`src/opwbd_pkg.sv`:
```
// Shared constants and types for the optical pulse-width bit decoder.
`default_nettype none
package opwbd_pkg;

	localparam int BUFFER_BYTES = 32;
	localparam int END_RUN      = 3;
	localparam int MAX_BITS     = BUFFER_BYTES * 8;
	localparam int BITS_W       = $clog2(MAX_BITS + 1);

	localparam int CFG_DATA_W  = 16;
	localparam int CFG_INDEX_W = 3;
	localparam int TICK_W      = 16;
	localparam int NOM_W       = 12;
	localparam int MARGIN_W    = 10;
	localparam int DARK_W      = 2;

	localparam int BIT_COUNT_W  = 9;
	localparam int BYTE_INDEX_W = 5;

	typedef enum logic [CFG_INDEX_W-1:0] {
		REG_ONE_WIDTH     = 3'd0,
		REG_ZERO_WIDTH    = 3'd1,
		REG_END_WIDTH     = 3'd2,
		REG_WIDTH_MARGIN  = 3'd3,
		REG_TIMEOUT_TICKS = 3'd4
	} reg_index_t;

	typedef enum logic [2:0] {
		EV_NONE      = 3'd0,
		EV_ONE       = 3'd1,
		EV_ZERO      = 3'd2,
		EV_DONE      = 3'd3,
		EV_RESTART   = 3'd4,
		EV_UNALIGNED = 3'd5
	} event_t;

	function automatic logic near_width(
		input logic [TICK_W-1:0]   len,
		input logic [NOM_W-1:0]    nominal,
		input logic [MARGIN_W-1:0] margin
	);
		logic [TICK_W-1:0] nom_ext;
		logic [TICK_W-1:0] diff;
		nom_ext = TICK_W'(nominal);
		diff = (len >= nom_ext) ? (len - nom_ext) : (nom_ext - len);
		return diff <= TICK_W'(margin);
	endfunction

endpackage
`default_nettype wire

```
`src/optical_pulse_width_bit_decoder_core.sv`:
```
// Optical pulse-width bit decoder: classifies light pulses and packs bits into bytes.
// Each accepted sample is held in the input register, then registered into the result register.
// Throughput: one sample per cycle unless out_stall holds the result; an input register feeds one pass
// of decode logic into the result register, and the decoder state updates as the result register loads.
// Reset: arst_n asynchronously clears the decoder state, pipeline valids and the
// configuration registers to their defaults (40, 20, 80, 5, 1000).
`default_nettype none
module optical_pulse_width_bit_decoder_core
	import opwbd_pkg::*;
(
	input  wire logic                     clk,
	input  wire logic                     arst_n,

	input  wire logic                     cfg_wr_en,
	input  wire logic [CFG_INDEX_W-1:0]   cfg_index,
	input  wire logic [CFG_DATA_W-1:0]    cfg_data,

	input  wire logic                     in_valid,
	output logic                          in_stall,
	input  wire logic                     light,

	output logic                          out_valid,
	input  wire logic                     out_stall,
	output logic [2:0]                    event_res,
	output logic [BIT_COUNT_W-1:0]        bit_count,
	output logic [BYTE_INDEX_W-1:0]       byte_index,
	output logic [7:0]                    byte_value,
	output logic                          indicator
);

	logic [NOM_W-1:0]    one_width_q;
	logic [NOM_W-1:0]    zero_width_q;
	logic [NOM_W-1:0]    end_width_q;
	logic [MARGIN_W-1:0] width_margin_q;
	logic [TICK_W-1:0]   timeout_ticks_q;

	logic                in_pulse_q;
	logic [DARK_W-1:0]   dark_run_q;
	logic [TICK_W-1:0]   tick_count_q;
	logic                wait_expired_q;
	logic [BITS_W-1:0]   bits_q;
	logic [7:0]          partial_q;
	logic                activity_q;

	logic                valid_s1;
	logic                light_s1;

	logic                valid_s2;
	event_t              event_s2;
	logic [BIT_COUNT_W-1:0]  bit_count_s2;
	logic [BYTE_INDEX_W-1:0] byte_index_s2;
	logic [7:0]          byte_value_s2;
	logic                indicator_s2;

	logic                out_ready;
	logic                advance_s1;
	logic                take_in;

	logic                in_pulse_n;
	logic [DARK_W-1:0]   dark_run_n;
	logic [TICK_W-1:0]   tick_count_n;
	logic [TICK_W-1:0]   tick_inc;
	logic                wait_expired_n;
	logic [BITS_W-1:0]   bits_n;
	logic [7:0]          partial_n;
	logic                activity_n;
	event_t              ev_n;
	logic                is_one;
	logic                is_zero;
	logic                is_end;
	logic                store;
	logic [2:0]          pos;

	assign out_ready  = !valid_s2 || !out_stall;
	assign advance_s1 = valid_s1 && out_ready;
	assign in_stall   = valid_s1 && !out_ready;
	assign take_in    = in_valid && !in_stall;

	assign tick_inc = (tick_count_q != {TICK_W{1'b1}}) ? tick_count_q + 1'b1 : tick_count_q;
	assign is_one   = near_width(tick_inc, one_width_q, width_margin_q);
	assign is_zero  = near_width(tick_inc, zero_width_q, width_margin_q);
	assign is_end   = near_width(tick_inc, end_width_q, width_margin_q);
	assign pos      = bits_q[2:0];

	always_comb begin
		in_pulse_n     = in_pulse_q;
		dark_run_n     = dark_run_q;
		tick_count_n   = tick_count_q;
		wait_expired_n = wait_expired_q;
		bits_n         = bits_q;
		partial_n      = partial_q;
		activity_n     = activity_q;
		ev_n           = EV_NONE;
		store          = 1'b0;
		if (!in_pulse_q) begin
			if (light_s1) begin
				in_pulse_n     = 1'b1;
				dark_run_n     = '0;
				tick_count_n   = TICK_W'(1);
				wait_expired_n = 1'b0;
			end else begin
				tick_count_n = tick_inc;
				if (tick_inc > timeout_ticks_q && !wait_expired_q) begin
					wait_expired_n = 1'b1;
					bits_n         = '0;
					partial_n      = '0;
					ev_n           = EV_RESTART;
				end
			end
		end else begin
			tick_count_n = tick_inc;
			if (light_s1) begin
				dark_run_n = '0;
			end else if (dark_run_q != {DARK_W{1'b1}}) begin
				dark_run_n = dark_run_q + 1'b1;
			end
			if (32'(dark_run_n) >= END_RUN) begin
				in_pulse_n     = 1'b0;
				dark_run_n     = '0;
				tick_count_n   = '0;
				wait_expired_n = 1'b0;
				if (is_one || is_zero) begin
					if (bits_q >= BITS_W'(MAX_BITS)) begin
						bits_n    = '0;
						partial_n = '0;
						ev_n      = EV_RESTART;
					end else begin
						store = 1'b1;
						ev_n  = is_one ? EV_ONE : EV_ZERO;
					end
				end else if (is_end) begin
					if (pos == 3'd0) begin
						bits_n = '0;
						ev_n   = EV_DONE;
					end else begin
						activity_n = !activity_q;
						ev_n       = EV_UNALIGNED;
					end
				end else begin
					bits_n    = '0;
					partial_n = '0;
					ev_n      = EV_RESTART;
				end
			end else if (tick_inc > timeout_ticks_q) begin
				in_pulse_n     = 1'b0;
				dark_run_n     = '0;
				tick_count_n   = '0;
				wait_expired_n = 1'b0;
				bits_n         = '0;
				partial_n      = '0;
				ev_n           = EV_RESTART;
			end
		end
		if (store) begin
			partial_n = (pos == 3'd0) ? 8'h00 : partial_q;
			if (is_one) begin
				partial_n[3'd7 - pos] = 1'b1;
			end
			bits_n     = bits_q + 1'b1;
			activity_n = !activity_q;
		end
	end

	always_ff @(posedge clk or negedge arst_n) begin
		if (!arst_n) begin
			one_width_q     <= NOM_W'(40);
			zero_width_q    <= NOM_W'(20);
			end_width_q     <= NOM_W'(80);
			width_margin_q  <= MARGIN_W'(5);
			timeout_ticks_q <= TICK_W'(1000);
		end else if (cfg_wr_en) begin
			case (cfg_index)
				REG_ONE_WIDTH:     one_width_q     <= cfg_data[NOM_W-1:0];
				REG_ZERO_WIDTH:    zero_width_q    <= cfg_data[NOM_W-1:0];
				REG_END_WIDTH:     end_width_q     <= cfg_data[NOM_W-1:0];
				REG_WIDTH_MARGIN:  width_margin_q  <= cfg_data[MARGIN_W-1:0];
				REG_TIMEOUT_TICKS: timeout_ticks_q <= cfg_data[TICK_W-1:0];
				default: ;
			endcase
		end
	end

	always_ff @(posedge clk or negedge arst_n) begin
		if (!arst_n) begin
			valid_s1 <= 1'b0;
		end else if (take_in) begin
			valid_s1 <= 1'b1;
		end else if (advance_s1) begin
			valid_s1 <= 1'b0;
		end
	end

	always_ff @(posedge clk) begin
		if (take_in) begin
			light_s1 <= light;
		end
	end

	always_ff @(posedge clk or negedge arst_n) begin
		if (!arst_n) begin
			in_pulse_q     <= 1'b0;
			dark_run_q     <= '0;
			tick_count_q   <= '0;
			wait_expired_q <= 1'b0;
			bits_q         <= '0;
			partial_q      <= '0;
			activity_q     <= 1'b0;
			valid_s2       <= 1'b0;
		end else begin
			if (advance_s1) begin
				in_pulse_q     <= in_pulse_n;
				dark_run_q     <= dark_run_n;
				tick_count_q   <= tick_count_n;
				wait_expired_q <= wait_expired_n;
				bits_q         <= bits_n;
				partial_q      <= partial_n;
				activity_q     <= activity_n;
				valid_s2       <= 1'b1;
			end else if (out_ready) begin
				valid_s2 <= 1'b0;
			end
		end
	end

	always_ff @(posedge clk) begin
		if (advance_s1) begin
			event_s2      <= ev_n;
			bit_count_s2  <= BIT_COUNT_W'(bits_n);
			byte_index_s2 <= (bits_n == '0) ? '0 : BYTE_INDEX_W'((bits_n - 1'b1) >> 3);
			byte_value_s2 <= (bits_n == '0) ? 8'h00 : partial_n;
			indicator_s2  <= activity_n;
		end
	end

	assign out_valid  = valid_s2;
	assign event_res  = event_s2;
	assign bit_count  = bit_count_s2;
	assign byte_index = byte_index_s2;
	assign byte_value = byte_value_s2;
	assign indicator  = indicator_s2;

	assert property (@(posedge clk) disable iff (!arst_n) in_stall |-> valid_s1)
		else $error("input stalled with empty input register");

	assert property (@(posedge clk) disable iff (!arst_n) bits_q <= BITS_W'(MAX_BITS))
		else $error("bit count beyond buffer size");

	assert property (@(posedge clk) disable iff (!arst_n)
		out_valid && event_res == EV_DONE |-> bit_count == '0)
		else $error("completed message left bits behind");

	assert property (@(posedge clk) disable iff (!arst_n)
		out_valid && bit_count == '0 |-> byte_index == '0 && byte_value == 8'h00)
		else $error("empty message reports a byte");

	assert property (@(posedge clk) disable iff (!arst_n)
		advance_s1 && (ev_n == EV_ONE || ev_n == EV_ZERO || ev_n == EV_UNALIGNED)
		|=> activity_q != $past(activity_q))
		else $error("indicator did not toggle on symbol");

endmodule
`default_nettype wire
```
`config.mk`:
```
export PLATFORM = sky130hd
export DESIGN_NAME = optical_pulse_width_bit_decoder_core
export DESIGN_NICKNAME = d
export VERILOG_FILES = /design/src/opwbd_pkg.sv /design/src/optical_pulse_width_bit_decoder_core.sv
export SDC_FILE = /design/constraint.sdc
export NUM_CORES = 1
export LEC_CHECK = 0
export ABC_AREA = 1
export BUFFER_PORTS_ARGS = -buffer_cell sky130_fd_sc_hd__buf_2
export CORE_MARGIN = 4
export CORE_UTILIZATION = 35
export CTS_CLUSTER_SIZE = 12
export DETAILED_ROUTE_END_ITERATION = 8
export PLACE_DENSITY = 0.58
export SETUP_SLACK_MARGIN = 0.1
export SYNTH_ARGS = -nofsm -noshare
export SYNTH_HDL_FRONTEND = slang
export SYNTH_SLANG_ARGS = --single-unit
```
`constraint.sdc`:
```
create_clock -name clk -period 9.8 [get_ports clk]
set_input_delay 1.96 -clock clk [delete_from_list [all_inputs] [get_ports clk]]
set_output_delay 1.96 -clock clk [all_outputs]
set_load 0.05 [all_outputs]
```
### After elaboration in Yosys (flattened, before gate mapping)

Cells that the tools add are included.

| storage, ports and cells | value |
|---|---|
| register bits after elaboration | 129 |
| input port bits | 25 |
| output and inout bits | 28 |

| operators by class | value |
|---|---|
| add/sub/neg operators | 11 |
| order comparisons | 11 |
| equality and inequality tests | 7 |
| muxes and demuxes | 71 |
| bitwise operators | 1 |
| reduce and logical (&&, ||, !) cells | 27 |

Operator list:

| kind | number |
|---|---|
| $mux W16 | 8 |
| $mux W9 | 10 |
| $mux W8 | 11 |
| $ge A16 B12 Y1 | 3 |
| $le A16 B10 Y1 | 3 |
| $sub A12 B16 Y16 | 3 |
| $sub A16 B12 Y16 | 3 |
| $mux W3 | 9 |
| $mux W1 | 24 |
| $add A16 B1 Y16 const B | 1 |
| $gt A16 B16 Y1 | 1 |
| $mux W2 | 8 |
| $ne A16 B16 Y1 const B | 1 |
| $reduce_and A2 Y1 | 6 |
| $add A9 B1 Y9 const B | 1 |
| $ge A9 B9 Y1 const B | 1 |
| $logic_not A9 Y1 | 1 |
| $or A8 B8 Y8 | 1 |
| $sub A8 B1 Y8 const B | 1 |
| $eq A3 B2 Y1 const B | 2 |
| $logic_not A1 Y1 | 6 |
| $logic_not A3 Y1 | 2 |
| $reduce_bool A2 Y1 | 3 |
| $logic_and A1 B1 Y1 | 5 |
| 13 further kinds | 14 |

### Logic depth before layout (Yosys ltp)

| depth | value |
|---|---|
| depth after elaboration | 11 |
| depth in mapped cells | 51 |
| gate-level depth less buffers | 49 |

### Worst setup path after synthesis

No wires, ideal clock.

| timing path | value |
|---|---|
| path type | reg-to-reg |
| start point | register tick_count_q[0] |
| end point | register byte_index_s2[0], in the netlist byte_index[0], data pin |
| library setup time | 256 ps |
| arrival | 5990 ps |
| required time | 9544 ps |
| setup slack | 3554 ps |
| stages on the path, launching flop included | 41 |
| clock period less this slack | 6246 ps |
| path through | dfrtp_1 ha_1 inv_1 nor2_2 nand2_1 inv_2 nand2_4 inv_1 nor2_1 a21oi_1 inv_1 fa_1 o21ai_0 nand2_1 nand3_1 nand2_1 nand4_4 clkbuf_1 (+5 left out) nand2_1 nor2_1 nand3_1 o31ai_1 nand2_1 nor2_1 nand2_1 nor2_1 nand3_2 nand2_2 nand3_4 or2_1 nand2_2 nand2_4 nor2_8 nand3_4 nor2_8 nor2_2 |

| between the ends | value |
|---|---|
| cells in the longest elaborated chain, start to end | 11 |
| elaborated cells between the ends (all ways) | 34 |

RTL lines:

| element | line | text |
|---|---|---|
| start, declared | optical_pulse_width_bit_decoder_core.sv:39 | `logic [TICK_W-1:0] tick_count_q;` |
| start signal, assigned | optical_pulse_width_bit_decoder_core.sv:213 | `tick_count_q <= tick_count_n;` |
| $add A16 B1 Y16 / $ne A16 B16 Y1 (equally long branches) | optical_pulse_width_bit_decoder_core.sv:79 | `assign tick_inc = (tick_count_q != {TICK_W{1'b1}}) ? tick_count_q + 1'b1 : tick_count_q;` |
| $mux W16 (*) | optical_pulse_width_bit_decoder_core.sv:79 |  |
| $sub A12 B16 Y16 (tied with other cells) | opwbd_pkg.sv:45 | `diff = (len >= nom_ext) ? (len - nom_ext) : (nom_ext - len);` |
| $mux W16 | opwbd_pkg.sv:45 |  |
| $le A16 B10 Y1 | opwbd_pkg.sv:46 | `return diff <= TICK_W'(margin);` |
| $mux W9 / $logic_or A1 B1 Y1 (equally long branches) | optical_pulse_width_bit_decoder_core.sv:131, optical_pulse_width_bit_decoder_core.sv:122 |  |
| $mux W9 / $mux W1 (equally long branches) | optical_pulse_width_bit_decoder_core.sv:122 | `if (is_one \|\| is_zero) begin` |
| $mux W9 / $mux W1 (equally long branches) | optical_pulse_width_bit_decoder_core.sv:117 | `if (32'(dark_run_n) >= END_RUN) begin` |
| $mux W9 / $mux W1 (equally long branches) | optical_pulse_width_bit_decoder_core.sv:95 | `if (!in_pulse_q) begin` |
| $mux W9 (*) | optical_pulse_width_bit_decoder_core.sv:154 | `if (store) begin` |
| $sub A8 B1 Y8 / $logic_not A9 Y1 (equally long branches) | optical_pulse_width_bit_decoder_core.sv:229 | `byte_index_s2 <= (bits_n == '0) ? '0 : BYTE_INDEX_W'((bits_n - 1'b1) >> 3);` |
| end signal, assigned | optical_pulse_width_bit_decoder_core.sv:229 |  |
| end, declared | optical_pulse_width_bit_decoder_core.sv:51 | `logic [BYTE_INDEX_W-1:0] byte_index_s2;` |

Every way passes the cells marked *; elsewhere a longest branch is shown, timed or not.
A chain may end at the register's enable or synchronous reset.

### Final worst setup path

| timing path | value |
|---|---|
| start point | register tick_count_q[0] |
| end point | register byte_value_s2[6], in the netlist byte_value[6], data pin |

| between the ends | value |
|---|---|
| cells in the longest elaborated chain, start to end | 11 |
| elaborated cells between the ends (all ways) | 42 |

RTL lines:

| element | line | text |
|---|---|---|
| $add A16 B1 Y16 / $ne A16 B16 Y1 (equally long branches) | optical_pulse_width_bit_decoder_core.sv:79 |  |
| $mux W16 (*) | optical_pulse_width_bit_decoder_core.sv:79 |  |
| $sub A12 B16 Y16 (tied with other cells) | opwbd_pkg.sv:45 |  |
| $mux W16 | opwbd_pkg.sv:45 |  |
| $le A16 B10 Y1 | opwbd_pkg.sv:46 |  |
| $mux W9 / $logic_or A1 B1 Y1 (equally long branches) | optical_pulse_width_bit_decoder_core.sv:131, optical_pulse_width_bit_decoder_core.sv:122 |  |
| $mux W9 / $mux W1 (equally long branches) | optical_pulse_width_bit_decoder_core.sv:122 |  |
| $mux W9 / $mux W1 (equally long branches) | optical_pulse_width_bit_decoder_core.sv:117 |  |
| $mux W9 / $mux W1 (equally long branches) | optical_pulse_width_bit_decoder_core.sv:95 |  |
| $mux W9 | optical_pulse_width_bit_decoder_core.sv:154 |  |
| $logic_not A9 Y1 | optical_pulse_width_bit_decoder_core.sv:230 | `byte_value_s2 <= (bits_n == '0) ? 8'h00 : partial_n;` |
| end signal, assigned | optical_pulse_width_bit_decoder_core.sv:230 |  |
| end, declared | optical_pulse_width_bit_decoder_core.sv:52 | `logic [7:0] byte_value_s2;` |

Marked as above.

==> impl_metrics.ini <==
[logic_synthesis]
synth.yosys.seq_area_share = 0.284
yosysUniqueCellTypes = 52
ys_seq_elements = 129
synth_common_cells = 420 x nand2_1, 299 x inv_1, 163 x o21ai_0
synth_edf_count = 27
synthAdderAreaFrac = 0.137
muxShareOfSynthArea = 0.00504
synth_nets = 1869
yosys.area.top_type = dfrtp_1
syn_avg_cell_area_um2 = 6.94
synth_top_family_by_area = simple AND/OR/NAND/NOR gates
yosys.area_share.simple = 0.289
synth_compound_area_frac = 0.136
syn_inst = 1717
async_flop_share = 0.791
yosysTopAreaCellShare = 0.185
ys.flop_type = dfrtp_1
synth_area_um2 = 11900
yosys_warnings = 0
synthTopCellsByArea = dfrtp_1 18%, nand2_1 13%, ha_1 13%
yosysMostFrequentCell = nand2_1
synth_xor_area_frac = 0.0360

[critical_path]
reg2regPathDepth = 41
cp_slowest_stage_delay_ns = 0.66
cp_common_cell = nand2_1
cp.arrival_ns = 8.15
cpMaxStageDelayCell = xor2_1
critical_path.startpoint_type = flip-flop
r2r_start = tick_count_q[0]$_DFFE_PN0P_
ff2ff_setup_slack_ns = 1.83
critical_path_class = flip-flop to flip-flop
cp.required_ns = 9.98
r2r_end = byte_value[6]$_SDFFCE_PN0P_
end_kind = flip-flop
worstPathMaxFanout = 19

[timing]
setup_ws_ns = 1.83
fin_skew_ns = 0.0122
setup-tns-final_ns = 0
slew_violations = 0
setup_violations = 0
worst_slew_pin_slew_ns = 1.19
fin_crit_ns = 7.97
hold_violations = 0
max_slew_margin = 0.201
fmax_mhz = 125
finalCritPeriodShare = 0.813
grt_setup_unrepaired = false

[power_and_ir_drop]
cell_internal_pwr_mw = 1.93
pwr-share-seq = 0.206
switching_share = 0.516
power_frac_clock = 0.158
vdd_drop_max_mv = 0.149
p_sw_mw = 2.05
p_per_area_nw_per_um2 = 302
comb_power_share = 0.636
power_leakage_nw = 6.82

[clock_network]
postCtsSetupBuffers = 0
cts_buffer_depth = 2
postCtsHoldBufs = 0
cts-htree-levels = 4
tritoncts = done
clkSinkCount = 129
cts_made_buffers = 17
clkTransAtPathRegs_ns = 0.06
cts_root_buf = clkbuf_16
insertion_delay_ns = 0.44
cts_resized = 0

[global_routing]
grt_max_degree = 88
track_usage = 0.202
grt_antenna_before_repair = 0
overflow = 0
grt_pass1_vias = 10800
grt_pass1_wl_um = 58400

[routing]
vias = 11200
dr_wl_met3_um = 1630
met2_length_um = 16900
drc_errors = 0
wirelength_met1_um = 17500
viasPerCell = 5.02
drt_iter0_markers = 655
postRouteAntennaNets = 0
drt_pre_antenna_iters = 5
routed.top_layer = met4
wl_um = 36700
post_drt_wl_per_cell_um = 16.5

[cells_and_area]
fin_util = 0.393
final_nets = 1911
drive_above_1_share = 0.102
diodes = 0
area_delta_synth_final_pct = 10.7
fillCellCount = 3597

[place]
port_buffers = 52
dp_hpwl_um = 29900
place_ws_ns = 1.88
gp_congestion = 0.974

[hold_path]
holdPathEnd = width_margin_q[6]$_DFFE_PN0P_
whs_path_depth = 2
min_from = width_margin_q[6]$_DFFE_PN0P_
hold_class = flip-flop to flip-flop

[die]
die-width_um = 193
dieHeight_um = 193
core_area_um2 = 33500
rows = 67
start_util = 0.355
die_area_um2 = 37100
num_io_pins = 53

[outcome]
status = finished clean

[job]
max-cap-violations = 0
area by class of cell:
class	instances	area [um^2]	area share
multi-input cells	1241	7200	0.546
flip-flops and latches	129	3380	0.256
inverters	312	1170	0.0890
well taps	448	561	0.0425
clock buffers	19	433	0.0328
repair buffers	58	308	0.0233
clock inverters	13	136	0.0103
how the worst max path moves through the flow:
stage                                     start                           to  slack (ns)  cells after the start
CTS                 tick_count_q[0]$_DFFE_PN0P_  byte_value[6]$_SDFFCE_PN0P_        1.84                     41
finish              tick_count_q[0]$_DFFE_PN0P_  byte_value[6]$_SDFFCE_PN0P_        1.83                     41
detailed placement  tick_count_q[0]$_DFFE_PN0P_  byte_value[6]$_SDFFCE_PN0P_        1.88                     41
global route        tick_count_q[0]$_DFFE_PN0P_  byte_value[4]$_SDFFCE_PN0P_        1.07                     42
floorplan           tick_count_q[0]$_DFFE_PN0P_  byte_index[0]$_SDFFCE_PN0P_        3.55                     40
global placement    tick_count_q[0]$_DFFE_PN0P_  byte_value[6]$_SDFFCE_PN0P_        1.97                     41
layer usage:
metal	vias to the layer above	GRT usage
met5	-	0
met4	0	0.0576
met3	42	0.0270
met2	252	0.329
met1	5254	0.282
li1	5605	-
sequential cells by signal, summed over array words and instances (netlist names), 2 cells and up:
name and cells:
tick_count_q 16, timeout_ticks_q 16, end_width_q 12, one_width_q 12, zero_width_q 12, width_margin_q 10
bit_count 9, bits_q 9, byte_value 8, partial_q 8, byte_index 5, event_res 3
dark_run_q 2
power by group through the flow:
| stage | logic, mW | registers, mW | clock network, mW |
|---|---|---|---|
| 2_1_floorplan | 1.79 | 0.893 | 0 |
| 3_3_place_gp | 2.48 | 0.825 | 0 |
| 3_5_place_dp | 2.51 | 0.826 | 0 |
| 4_1_cts | 2.53 | 0.819 | 0.639 |
| 5_1_grt | 2.88 | 0.835 | 0.664 |
| 6_report | 2.53 | 0.818 | 0.628 |
worst max-delay path, delay by kind of cell, from the launching register on:
family,cells,cell delay (ns)
xor+xnor,2,0.85
fa+ha+maj,3,0.97
simple gates,27,3.76
compound gates,2,0.81
flops,1,0.42
buf+inv,6,0.62
mux,1,0.28
cells in the final DEF (no fill, tap or decap), types with 6 or more instances in the layout:
cell type,n
nand2_1,420
inv_1,299
o21ai_0,163
ha_1,121
nor2_1,114
nand3_1,114
a21oi_1,88
dfrtp_1,88
buf_2,51
xor2_1,44
edfxtp_1,27
nand4_1,21
nand2_2,21
nor2_2,17
clkbuf_16,17
dfstp_2,14
o21ai_1,13
inv_2,10
o22ai_1,10
nor3_1,9
o21bai_1,7
buf_4,7
mux2i_1,6
fa_1,6
stage by stage:
stage | power, mW | hold WS (ns) | cell area [um^2] | instances
5_1_grt | 4.38 | 0.510 | 13200 | 2220
4_1_cts | 3.98 | 0.488 | 13200 | 2220
3_5_place_dp | 3.34 | 0.475 | 12600 | 2188
3_3_place_gp | 3.30 | 0.467 | 12600 | 2188
6_report | 3.98 | 0.487 | 13200 | 2220
2_1_floorplan | 2.68 | 0.453 | 11900 | 1717
cell families (layout without fill, tap and decap cells):
| group | count (synthesis) | after routing |
|---|---|---|
| flops | 129 | 129 |
| buf+inv | 347 | 402 |
| compound gates | 305 | 305 |
| mux | 6 | 6 |
| fa+ha+maj | 127 | 127 |
| xor+xnor | 49 | 49 |
| simple gates | 754 | 754 |
(Power assumes the default switching activity.)
